<file path="src/hdl/lls_pkg.sv">
`timescale 1ns / 1ps
`default_nettype none
// ----------------------------------------------------------------------------
// lls_pkg
// Shared types and fixed widths of the lane line selector.
// ----------------------------------------------------------------------------
package lls_pkg;

  localparam int DIM_W      = 13;  // image_width / image_height registers
  localparam int SLOPE_W    = 16;  // Q8.8 slope limits
  localparam int CFG_ADDR_W = 2;
  localparam int CFG_DATA_W = 16;
  localparam int IDX_W      = 8;   // reported segment index
  localparam int CROSS_W    = 25;  // reported bottom-row crossing
  localparam int CROSS_MAX  = 2**(CROSS_W-1) - 1;

  typedef enum logic [CFG_ADDR_W-1:0] {
    CFG_IMAGE_WIDTH  = 2'd0,
    CFG_IMAGE_HEIGHT = 2'd1,
    CFG_MIN_SLOPE    = 2'd2,
    CFG_MAX_SLOPE    = 2'd3
  } cfg_idx_t;

  typedef struct packed {
    logic                      found;
    logic [IDX_W-1:0]          left_index;
    logic [IDX_W-1:0]          right_index;
    logic signed [CROSS_W-1:0] left_cross;
    logic signed [CROSS_W-1:0] right_cross;
    logic                      overflowed;
  } result_t;

endpackage
`default_nettype wire

</file>
<file path="src/hdl/lls_div.sv">
`timescale 1ns / 1ps
`default_nettype none
// ----------------------------------------------------------------------------
// lls_div
// Unsigned restoring divider, one quotient bit per cycle.
// ----------------------------------------------------------------------------
module lls_div #(
  parameter int NUM_W = 28,
  parameter int DEN_W = 12
) (
  input  wire logic             clk,
  input  wire logic             rst_n,
  input  wire logic             start,
  input  wire logic [NUM_W-1:0] dividend,
  input  wire logic [DEN_W-1:0] divisor,
  output logic                  done,
  output logic [NUM_W-1:0]      quotient
);

  localparam int CNT_W = $clog2(NUM_W + 1);

  logic             busy_r;
  logic             done_r;
  logic [CNT_W-1:0] cnt_r;
  logic [DEN_W-1:0] rem_r;
  logic [NUM_W-1:0] quo_r;
  logic [DEN_W-1:0] den_r;

  logic [DEN_W:0]   part;
  logic [DEN_W+1:0] diff;
  logic             ge;
  logic [DEN_W-1:0] rem_nxt;

  // shift next dividend bit into the partial remainder, trial subtract
  assign part    = {rem_r, quo_r[NUM_W-1]};
  assign diff    = {1'b0, part} - {2'b00, den_r};
  assign ge      = ~diff[DEN_W+1];
  assign rem_nxt = ge ? diff[DEN_W-1:0] : part[DEN_W-1:0];

  always_ff @(posedge clk) begin
    if (!rst_n) begin
      busy_r <= 1'b0;
      done_r <= 1'b0;
      cnt_r  <= '0;
    end else begin
      done_r <= 1'b0;
      if (start) begin
        busy_r <= 1'b1;
        cnt_r  <= CNT_W'(NUM_W);
      end else if (busy_r) begin
        cnt_r <= cnt_r - 1'b1;
        if (cnt_r == CNT_W'(1)) begin
          busy_r <= 1'b0;
          done_r <= 1'b1;
        end
      end
    end
  end

  always_ff @(posedge clk) begin
    if (start) begin
      rem_r <= '0;
      quo_r <= dividend;
      den_r <= divisor;
    end else if (busy_r) begin
      rem_r <= rem_nxt;
      quo_r <= {quo_r[NUM_W-2:0], ge};
    end
  end

  assign done     = done_r;
  assign quotient = quo_r;

endmodule
`default_nettype wire

</file>
<file path="src/hdl/lane_line_selector.sv">
`timescale 1ns / 1ps
`default_nettype none
// ----------------------------------------------------------------------------
// lane_line_selector
// Picks the left and right lane lines of a frame from a stream of segments.
// ----------------------------------------------------------------------------
// One segment item is taken at a time. A horizontal or vertical segment is
// done in S_MIN, a segment outside the slope band or beyond MAX_LINES in
// S_MIN, S_MAX and S_CHK, and a kept segment passes on through S_HMUL,
// S_SUM, S_DIV and S_UPD. In S_DIV a restoring divider forms the bottom-row
// crossing from a NUM_W-bit dividend, NUM_W = COORD_BITS + max(13,
// COORD_BITS) + 3 (28 at the default 12-bit coordinates), one quotient bit
// per cycle; the slope test and crossing numerator run through one shared
// max(17, max(13, COORD_BITS) + 1) x (COORD_BITS+1) multiplier. An item
// with tlast set loads the frame result in S_OUT once the output register is
// free; that register holds it while the next segment is already being taken.
// ----------------------------------------------------------------------------
module lane_line_selector #(
  parameter int MAX_LINES  = 256,
  parameter int COORD_BITS = 12
) (
  input  wire logic                              clk,
  input  wire logic                              rst_n,
  // segment items
  input  wire logic                              in_tvalid,
  output logic                                   in_tready,
  // x_start, y_start, x_end, y_end (COORD_BITS each), zero pad
  input  wire logic [((4*COORD_BITS+7)/8)*8-1:0] in_tdata,
  input  wire logic                              in_tlast,   // last_segment
  // result items
  output logic                                   out_tvalid,
  input  wire logic                              out_tready,
  // found, left_index(8), right_index(8), left_cross(25), right_cross(25),
  // overflowed, zero pad
  output logic [71:0]                            out_tdata,
  // configuration
  input  wire logic                              cfg_we,
  input  wire logic [lls_pkg::CFG_ADDR_W-1:0]    cfg_addr,
  input  wire logic [lls_pkg::CFG_DATA_W-1:0]    cfg_wdata
);

  localparam int CW    = COORD_BITS;
  localparam int DW    = lls_pkg::DIM_W;
  localparam int HY_W  = ((CW > DW) ? CW : DW) + 1;
  localparam int MA_W  = (lls_pkg::SLOPE_W + 1 > HY_W) ? lls_pkg::SLOPE_W + 1 : HY_W;
  localparam int MB_W  = CW + 1;
  localparam int P_W   = MA_W + MB_W;
  localparam int NUM_W = CW + 1 + HY_W + 1;
  localparam int CR_W  = (NUM_W + 1 > lls_pkg::CROSS_W + 1) ? NUM_W + 1
                                                             : lls_pkg::CROSS_W + 1;
  localparam int KC_W  = $clog2(MAX_LINES + 1);
  localparam int XW    = lls_pkg::CROSS_W;
  localparam int IW    = lls_pkg::IDX_W;
  localparam logic signed [CR_W-1:0] CR_HI = CR_W'(lls_pkg::CROSS_MAX);
  localparam logic signed [CR_W-1:0] CR_LO = CR_W'(-lls_pkg::CROSS_MAX - 1);

  typedef enum logic [8:0] {
    S_IDLE = 9'b000000001,
    S_MIN  = 9'b000000010,
    S_MAX  = 9'b000000100,
    S_CHK  = 9'b000001000,
    S_HMUL = 9'b000010000,
    S_SUM  = 9'b000100000,
    S_DIV  = 9'b001000000,
    S_UPD  = 9'b010000000,
    S_OUT  = 9'b100000000
  } state_t;

  state_t state_r, state_nxt;

  // configuration
  logic [DW-1:0]                  img_w_r;
  logic [DW-1:0]                  img_h_r;
  logic [lls_pkg::SLOPE_W-1:0]    min_slope_r;
  logic [lls_pkg::SLOPE_W-1:0]    max_slope_r;

  // current segment
  logic [CW-1:0] x1_r, y1_r, x2_r, y2_r;
  logic          last_r;

  // frame state
  logic [KC_W-1:0]        kept_count_r;
  logic                   left_valid_r, right_valid_r, overflow_seen_r;
  logic signed [XW-1:0]   left_best_r, right_best_r;
  logic [IW-1:0]          left_idx_r, right_idx_r;

  // datapath
  logic signed [P_W-1:0]   prod_r;
  logic signed [NUM_W-1:0] acc_r;
  logic                    flat_r;
  logic                    neg_r;
  lls_pkg::result_t        res_r;
  logic                    out_valid_r;

  logic signed [CW:0]      dx, dy;
  logic [CW-1:0]           adx, ady;
  logic signed [HY_W-1:0]  hy;
  logic signed [P_W-1:0]   ady_sh;
  logic signed [MA_W-1:0]  mul_a;
  logic signed [MB_W-1:0]  mul_b;
  logic signed [P_W-1:0]   mul_p;
  logic signed [NUM_W-1:0] term;
  logic signed [NUM_W-1:0] num;
  logic [NUM_W-1:0]        num_mag;
  logic                    div_start, div_done;
  logic [NUM_W-1:0]        div_quo;
  logic signed [CR_W-1:0]  q_ext, cross_w;
  logic signed [XW-1:0]    cross_sat;
  logic signed [XW-1:0]    half_w;
  logic                    steep;
  logic                    in_acc, out_load, frame_clr;
  logic                    left_upd, right_upd;
  state_t                  fin_state;

  assign dx  = $signed({1'b0, x2_r}) - $signed({1'b0, x1_r});
  assign dy  = $signed({1'b0, y2_r}) - $signed({1'b0, y1_r});
  assign adx = dx[CW] ? CW'(-dx) : dx[CW-1:0];
  assign ady = dy[CW] ? CW'(-dy) : dy[CW-1:0];
  assign hy  = $signed(HY_W'(img_h_r)) - $signed(HY_W'(y1_r));
  // |dy| * 256 for the cross-multiplied slope test
  assign ady_sh = $signed({{(P_W-CW-8){1'b0}}, ady, 8'd0});
  assign steep  = prod_r < ady_sh;

  // shared multiplier operand select
  always_comb begin
    mul_a = $signed(MA_W'(min_slope_r));
    mul_b = $signed({1'b0, adx});
    unique case (state_r)
      S_MAX:   mul_a = $signed(MA_W'(max_slope_r));
      S_CHK: begin
        mul_a = MA_W'(dy);
        mul_b = $signed({1'b0, x1_r});
      end
      S_HMUL: begin
        mul_a = MA_W'(hy);
        mul_b = dx;
      end
      default: ;
    endcase
  end

  assign mul_p = mul_a * mul_b;

  // crossing numerator: x1*dy + dx*(H - y1)
  assign term    = NUM_W'($signed(prod_r[NUM_W-2:0]));
  assign num     = acc_r + term;
  assign num_mag = num[NUM_W-1] ? NUM_W'(-num) : NUM_W'(num);

  lls_div #(
    .NUM_W (NUM_W),
    .DEN_W (CW)
  ) u_div (
    .clk      (clk),
    .rst_n    (rst_n),
    .start    (div_start),
    .dividend (num_mag),
    .divisor  (ady),
    .done     (div_done),
    .quotient (div_quo)
  );

  // signed, truncated toward zero, then saturated
  assign q_ext   = $signed({{(CR_W-NUM_W){1'b0}}, div_quo});
  assign cross_w = neg_r ? -q_ext : q_ext;
  always_comb begin
    if (cross_w > CR_HI) begin
      cross_sat = XW'(CR_HI);
    end else if (cross_w < CR_LO) begin
      cross_sat = XW'(CR_LO);
    end else begin
      cross_sat = XW'(cross_w);
    end
  end

  assign half_w    = $signed({{(XW-DW+1){1'b0}}, img_w_r[DW-1:1]});
  assign left_upd  = (cross_sat <= half_w) && (!left_valid_r || cross_sat > left_best_r);
  assign right_upd = (cross_sat >= half_w) && (!right_valid_r || cross_sat < right_best_r);

  assign in_tready = (state_r == S_IDLE);
  assign in_acc    = in_tvalid && in_tready;
  assign out_load  = (state_r == S_OUT) && (!out_valid_r || out_tready);
  assign frame_clr = out_load;
  assign fin_state = last_r ? S_OUT : S_IDLE;

  always_comb begin
    state_nxt = state_r;
    div_start = 1'b0;
    unique case (state_r)
      S_IDLE: if (in_acc) state_nxt = S_MIN;
      S_MIN: begin
        if (dx == '0 || dy == '0) state_nxt = fin_state;
        else                      state_nxt = S_MAX;
      end
      S_MAX: state_nxt = S_CHK;
      S_CHK: begin
        if (flat_r || steep || kept_count_r >= KC_W'(MAX_LINES)) state_nxt = fin_state;
        else                                                    state_nxt = S_HMUL;
      end
      S_HMUL: state_nxt = S_SUM;
      S_SUM: begin
        div_start = 1'b1;
        state_nxt = S_DIV;
      end
      S_DIV: if (div_done) state_nxt = S_UPD;
      S_UPD: state_nxt = fin_state;
      S_OUT: if (out_load) state_nxt = S_IDLE;
      default: state_nxt = S_IDLE;
    endcase
  end

  always_ff @(posedge clk) begin
    if (!rst_n) begin
      state_r     <= S_IDLE;
      out_valid_r <= 1'b0;
    end else begin
      state_r <= state_nxt;
      if (out_valid_r && out_tready) out_valid_r <= 1'b0;
      if (out_load)                  out_valid_r <= 1'b1;
    end
  end

  always_ff @(posedge clk) begin
    if (!rst_n) begin
      img_w_r     <= DW'(640);
      img_h_r     <= DW'(480);
      min_slope_r <= lls_pkg::SLOPE_W'(128);
      max_slope_r <= lls_pkg::SLOPE_W'(1024);
    end else if (cfg_we) begin
      unique case (lls_pkg::cfg_idx_t'(cfg_addr))
        lls_pkg::CFG_IMAGE_WIDTH:  img_w_r     <= cfg_wdata[DW-1:0];
        lls_pkg::CFG_IMAGE_HEIGHT: img_h_r     <= cfg_wdata[DW-1:0];
        lls_pkg::CFG_MIN_SLOPE:    min_slope_r <= cfg_wdata;
        lls_pkg::CFG_MAX_SLOPE:    max_slope_r <= cfg_wdata;
        default: ;
      endcase
    end
  end

  // frame state
  always_ff @(posedge clk) begin
    if (!rst_n || frame_clr) begin
      kept_count_r    <= '0;
      left_valid_r    <= 1'b0;
      right_valid_r   <= 1'b0;
      left_best_r     <= '0;
      right_best_r    <= '0;
      left_idx_r      <= '0;
      right_idx_r     <= '0;
      overflow_seen_r <= 1'b0;
    end else begin
      if (state_r == S_CHK && !flat_r && !steep && kept_count_r >= KC_W'(MAX_LINES)) begin
        overflow_seen_r <= 1'b1;
      end
      if (state_r == S_UPD) begin
        kept_count_r <= kept_count_r + 1'b1;
        if (left_upd) begin
          left_valid_r <= 1'b1;
          left_best_r  <= cross_sat;
          left_idx_r   <= IW'(kept_count_r);
        end
        if (right_upd) begin
          right_valid_r <= 1'b1;
          right_best_r  <= cross_sat;
          right_idx_r   <= IW'(kept_count_r);
        end
      end
    end
  end

  // datapath payload
  always_ff @(posedge clk) begin
    if (in_acc) begin
      x1_r   <= in_tdata[CW-1:0];
      y1_r   <= in_tdata[2*CW-1:CW];
      x2_r   <= in_tdata[3*CW-1:2*CW];
      y2_r   <= in_tdata[4*CW-1:3*CW];
      last_r <= in_tlast;
    end
    prod_r <= mul_p;
    if (state_r == S_MAX)  flat_r <= ady_sh < prod_r;
    if (state_r == S_HMUL) acc_r  <= term;
    if (state_r == S_SUM)  neg_r  <= num[NUM_W-1] ^ dy[CW];
    if (out_load) begin
      res_r.found       <= left_valid_r && right_valid_r;
      res_r.left_index  <= (left_valid_r && right_valid_r) ? left_idx_r   : '0;
      res_r.right_index <= (left_valid_r && right_valid_r) ? right_idx_r  : '0;
      res_r.left_cross  <= (left_valid_r && right_valid_r) ? left_best_r  : '0;
      res_r.right_cross <= (left_valid_r && right_valid_r) ? right_best_r : '0;
      res_r.overflowed  <= overflow_seen_r;
    end
  end

  assign out_tvalid = out_valid_r;
  assign out_tdata  = {4'b0000,
                       res_r.overflowed,
                       res_r.right_cross,
                       res_r.left_cross,
                       res_r.right_index,
                       res_r.left_index,
                       res_r.found};

endmodule
`default_nettype wire

</file>
<file path="config.mk">
export PLATFORM = sky130hd
export DESIGN_NAME = lane_line_selector
export DESIGN_NICKNAME = d
export VERILOG_FILES = /design/src/hdl/lls_pkg.sv /design/src/hdl/lls_div.sv /design/src/hdl/lane_line_selector.sv
export SDC_FILE = /design/constraint.sdc
export NUM_CORES = 2
export LEC_CHECK = 0
export ABC_AREA = 1
export BUFFER_PORTS_ARGS = -buffer_cell sky130_fd_sc_hd__buf_2
export CAP_MARGIN = 5
export CORE_ASPECT_RATIO = 0.5
export CORE_UTILIZATION = 35
export DETAILED_ROUTE_END_ITERATION = 7
export GPL_TIMING_DRIVEN = 1
export PLACE_DENSITY_LB_ADDON = 0.2
export SYNTH_ARGS = -nofsm -noshare
export SYNTH_HDL_FRONTEND = slang
export SYNTH_HIERARCHICAL = 1
export SYNTH_SLANG_ARGS = --single-unit
</file>
<file path="constraint.sdc">
create_clock -name clk -period 24.9 [get_ports clk]
set_input_delay 3.735 -clock clk [delete_from_list [all_inputs] [get_ports clk]]
set_output_delay 3.735 -clock clk [all_outputs]
set_load 0.005 [all_outputs]
</file>
==> results summary <==
The run finished with clean final reports. The total CTS buffers came out at 40. The horizontal die dimension came out at 415 µm.

The smallest hold slack is 0.453 ns. The maximum fanout count along the critical path is 20. The cell with the largest stage delay on the worst path is sky130_fd_sc_hd__nor2_1. The residual antenna-violating net count after detailed routing came out at 0. The number of enable-type register cells in the synthesized netlist is 186. The total congestion overflow after global routing is 0. Of the post-synthesis cell area, the dominant cell type holds 0.187. The total vias in the final route came out at 23800. The maximum number of buffers from clock root to sink came out at 3. The floorplan step defined a die boundary enclosing 86400 µm². The layout cell share with drive strength beyond 1 came out at 0.0856. Of all flip-flops after synthesis, the portion carrying an async set or reset was 0. The cell chosen for the clock root is sky130_fd_sc_hd__clkbuf_16.

The number of global-route vias before repair came out at 23000. The number of hold violations in the final report is 0. The leakage power is 15.5 nW. The final antenna diode count is 0. The count of warnings emitted by yosys came out at 6. Entering global routing, the biggest net connects 73 pins. Setup repair after global routing left no endpoint under its margin. The synthesized netlist contains 59 unique library cells.

Wires add up to 79600 µm. The number of pins exceeding their max-slew limit in the final report is 0. By count the netlist is led by sky130_fd_sc_hd__nand2_1 (743), sky130_fd_sc_hd__inv_1 (618), sky130_fd_sc_hd__nor2_1 (452). Dividing total power by cell area gives a power density of 119 nW/µm². The path with the worst hold slack has its endpoint at max_slope_r[3].

The number of cells produced by synthesis is 3692. Between clock sinks in the finished design, the worst skew comes to 0.0389 ns. The synthesized area is 29800 µm². The worst-margin pin slew came out at 1.04 ns. The first-iteration detailed-routing DRC count came out at 1726. TritonCTS built the clock tree. The worst path in the final design needs a cycle of 9.97 ns, including I/O delays and setup. The worst IR drop on VDD is 0.157 mV. At the end of the flow, the number of nets in the layout was 4316.

The max-slew headroom at the worst pin is 0.304. STA classifies the critical path endpoint as a register. The worst reg-to-reg path cell count is 31.

Counting stages on the worst path, the most repeated cell is sky130_fd_sc_hd__fa_1. The total negative slack for setup checks is 0 ns. The highest metal layer with signal wires is met4. The DRC violations left came out at 0. The path class of the tightest hold or removal check is register to register.

The setup check on the worst reg-to-reg path leaves a slack of 14.93 ns. The pre-CTS worst setup slack is 14.99 ns. Summed over all instances, the cell type with the most area after synthesis is sky130_fd_sc_hd__edfxtp_1. Sorting the synthesized cells by area gives the leading types as sky130_fd_sc_hd__edfxtp_1 (19%), sky130_fd_sc_hd__fa_1 (14%), sky130_fd_sc_hd__dfxtp_1 (13%).

The routed wire length per instance is 16.1 µm. STA classifies the critical path startpoint as a register. The worst endpoint data arrival time came out at 10.40 ns. The congestion estimate from routability-driven global placement came to 0.879. Wire segments on met2 add up to 35200 µm in the final route. The count of TritonRoute iterations in the first routing pass came out at 5.

The number of core rows came out at 75. The worst setup path is of the register to register kind. The hold path startpoint is max_slope_r[3]. In this run the critical register-to-register path is launched from state_r[8]. The worst hold path depth came out at 2. The boundary pin count is 146. The ratio of routed vias to standard cells came out at 4.80.

The count of hold-fix buffers inserted at cts came out at 0. The post-DP HPWL came out at 63800 µm. The worst register-to-register path ends at prod_r[29]. The insertion delay of the later-clocked pin in the worst-skew pair is 0.59 ns. Counting every sink on the clock net gives 380. For this run, the leading register cell type out of synthesis is sky130_fd_sc_hd__dfxtp_1. The number of max-cap violations came out at 0. The critical path starts at state_r[8]. The buffers inserted during post-CTS setup optimization is 0.

The portion of the clock cycle consumed by the worst path in the final layout is 0.401. The sequential share of the synthesized area is 0.318. The area growth from synthesis to final layout came out at 10.4%.

On the worst path, the slowest cell contributes a delay of 0.74 ns. The overall global routing resource usage is 0.182. The count of instances resized after the clock tree is built came out at 0. The initial utilization of the core area, before any placement, comes to 0.354. In this run the vertical extent of the chip is 208 µm. The required time of the critical path came out at 25.33 ns. The synthesized area divided by synthesized cell count is 8.07 µm².

Buffers placed on the I/O ports in this run total 141. The first-pass GRT wire length is 126000 µm. The placeable core region came out at 84100 µm². The most used standard cell by instance count after synthesis is sky130_fd_sc_hd__nand2_1.

Static timing analysis puts the maximum clock frequency at 100 MHz. The initial antenna violation count is 0. The clock-pin slew on the worst setup and hold paths is 0.06 ns. The number of storage elements in the synthesis netlist is 380. The detailed router put a total of 38300 µm of wire on met1. The routed wire length on met3 is 4200 µm.

The post-layout worst setup margin came out at 14.93 ns. The number of setup violations in the final report came out at 0. The H-tree was split into 2 levels.
[per-stage QoR]
step,utilization,instance area [µm²],cells,power (W)
after detailed placement,0.376,31600,4876,0.00329
after global placement,0.376,31600,4876,0.00329
after global routing,0.391,32900,4950,0.00434
after floorplan,-,29800,3695,0.00267
after CTS,0.391,32900,4950,0.00396
final,0.391,32900,4950,0.00390
[registers in the layout (all words and copies together) (netlist names), 16 cells and up]
| register | cells |
|---|---|
| min_slope_r | 16 |
| prod_r | 30 |
| left_best_r | 25 |
| right_best_r | 25 |
| out_tdata | 68 |
| max_slope_r | 16 |
| acc_r | 27 |
| u_div/quotient | 28 |
[routing by layer]
layer	GRT usage	up-vias
li1	-	12000
met1	0.258	11200
met2	0.287	502
met3	0.0328	107
met4	0.0467	0
met5	0	-
[worst max path at each step]
| stage | slack [ns] | end | depth (start not counted) |
|---|---|---|---|
| 6_report | 14.93 | prod_r[29] | 31 |
| 5_1_grt | 14.20 | prod_r[29] | 31 |
| 4_1_cts | 14.94 | prod_r[29] | 31 |
| 3_5_place_dp | 14.99 | prod_r[29] | 31 |
| 3_3_place_gp | 15.30 | prod_r[29] | 31 |
| 2_1_floorplan | 12.84 | kept_count_r[6] | 5 |
[worst max-delay path: cells and delay by family (launching register included)]
family	cells	cell delay, ns
AO/OA/AOI/OAI	8	2.35
XOR/XNOR	1	0.17
AND/OR/NAND/NOR	7	2.12
flip-flops	1	0.47
buffers and inverters	8	1.46
adder cells (fa/ha/maj)	7	3.21
[cell families after synthesis]
| kind of cell | count (synthesis) | share of synthesized area |
|---|---|---|
| compound gates | 438 | 0.0832 |
| fa+ha+maj | 442 | 0.239 |
| buf+inv | 734 | 0.0976 |
| xor+xnor | 138 | 0.0406 |
| flops | 380 | 0.318 |
| other cells | 1 | 0.000126 |
| simple gates | 1559 | 0.222 |
[layout by cell type (no fill, tap or decap), types with 6 or more instances in the layout]
master,count
sky130_fd_sc_hd__nand2_1,742
sky130_fd_sc_hd__inv_1,618
sky130_fd_sc_hd__nor2_1,450
sky130_fd_sc_hd__ha_1,231
sky130_fd_sc_hd__fa_1,211
sky130_fd_sc_hd__a21oi_1,198
sky130_fd_sc_hd__dfxtp_1,194
sky130_fd_sc_hd__edfxtp_1,186
sky130_fd_sc_hd__nand3_1,175
sky130_fd_sc_hd__buf_2,141
sky130_fd_sc_hd__o21ai_0,136
sky130_fd_sc_hd__xor2_1,99
sky130_fd_sc_hd__nor3_1,44
sky130_fd_sc_hd__nand4_1,41
sky130_fd_sc_hd__clkbuf_16,41
sky130_fd_sc_hd__xnor2_1,39
sky130_fd_sc_hd__nor2_2,29
sky130_fd_sc_hd__nand2_2,17
sky130_fd_sc_hd__buf_4,17
sky130_fd_sc_hd__inv_2,13
sky130_fd_sc_hd__nor4_1,13
sky130_fd_sc_hd__a211oi_1,11
sky130_fd_sc_hd__o21ai_1,11
sky130_fd_sc_hd__clkinv_1,10
sky130_fd_sc_hd__o211ai_1,10
sky130_fd_sc_hd__nand3_2,9
sky130_fd_sc_hd__a31oi_1,8
sky130_fd_sc_hd__o2111ai_1,8
sky130_fd_sc_hd__o21bai_1,7
sky130_fd_sc_hd__a21o_1,7
sky130_fd_sc_hd__a21boi_0,7
sky130_fd_sc_hd__or2_2,7
sky130_fd_sc_hd__clkbuf_1,7
sky130_fd_sc_hd__nand3b_1,6
sky130_fd_sc_hd__o31ai_1,6
sky130_fd_sc_hd__o221ai_1,6
sky130_fd_sc_hd__clkinv_2,6
[where the power goes]
part	internal, W	leakage, nW	switching (W)
Combinational	0.000914	11.6	0.00159
Sequential	0.000746	3.29	0.0000320
Clock	0.000349	0.650	0.000275
Total	0.00201	15.5	0.00189
[layout make-up]
class	count	area, µm²
fillers	8632	51200
multi-input cells	2581	17500
flip-flops and latches	380	9470
inverters	641	2410
well taps	1116	1400
clock buffers	53	1100
repair buffers	158	833
clock inverters	21	234
Power figures use the tool's default switching activity.
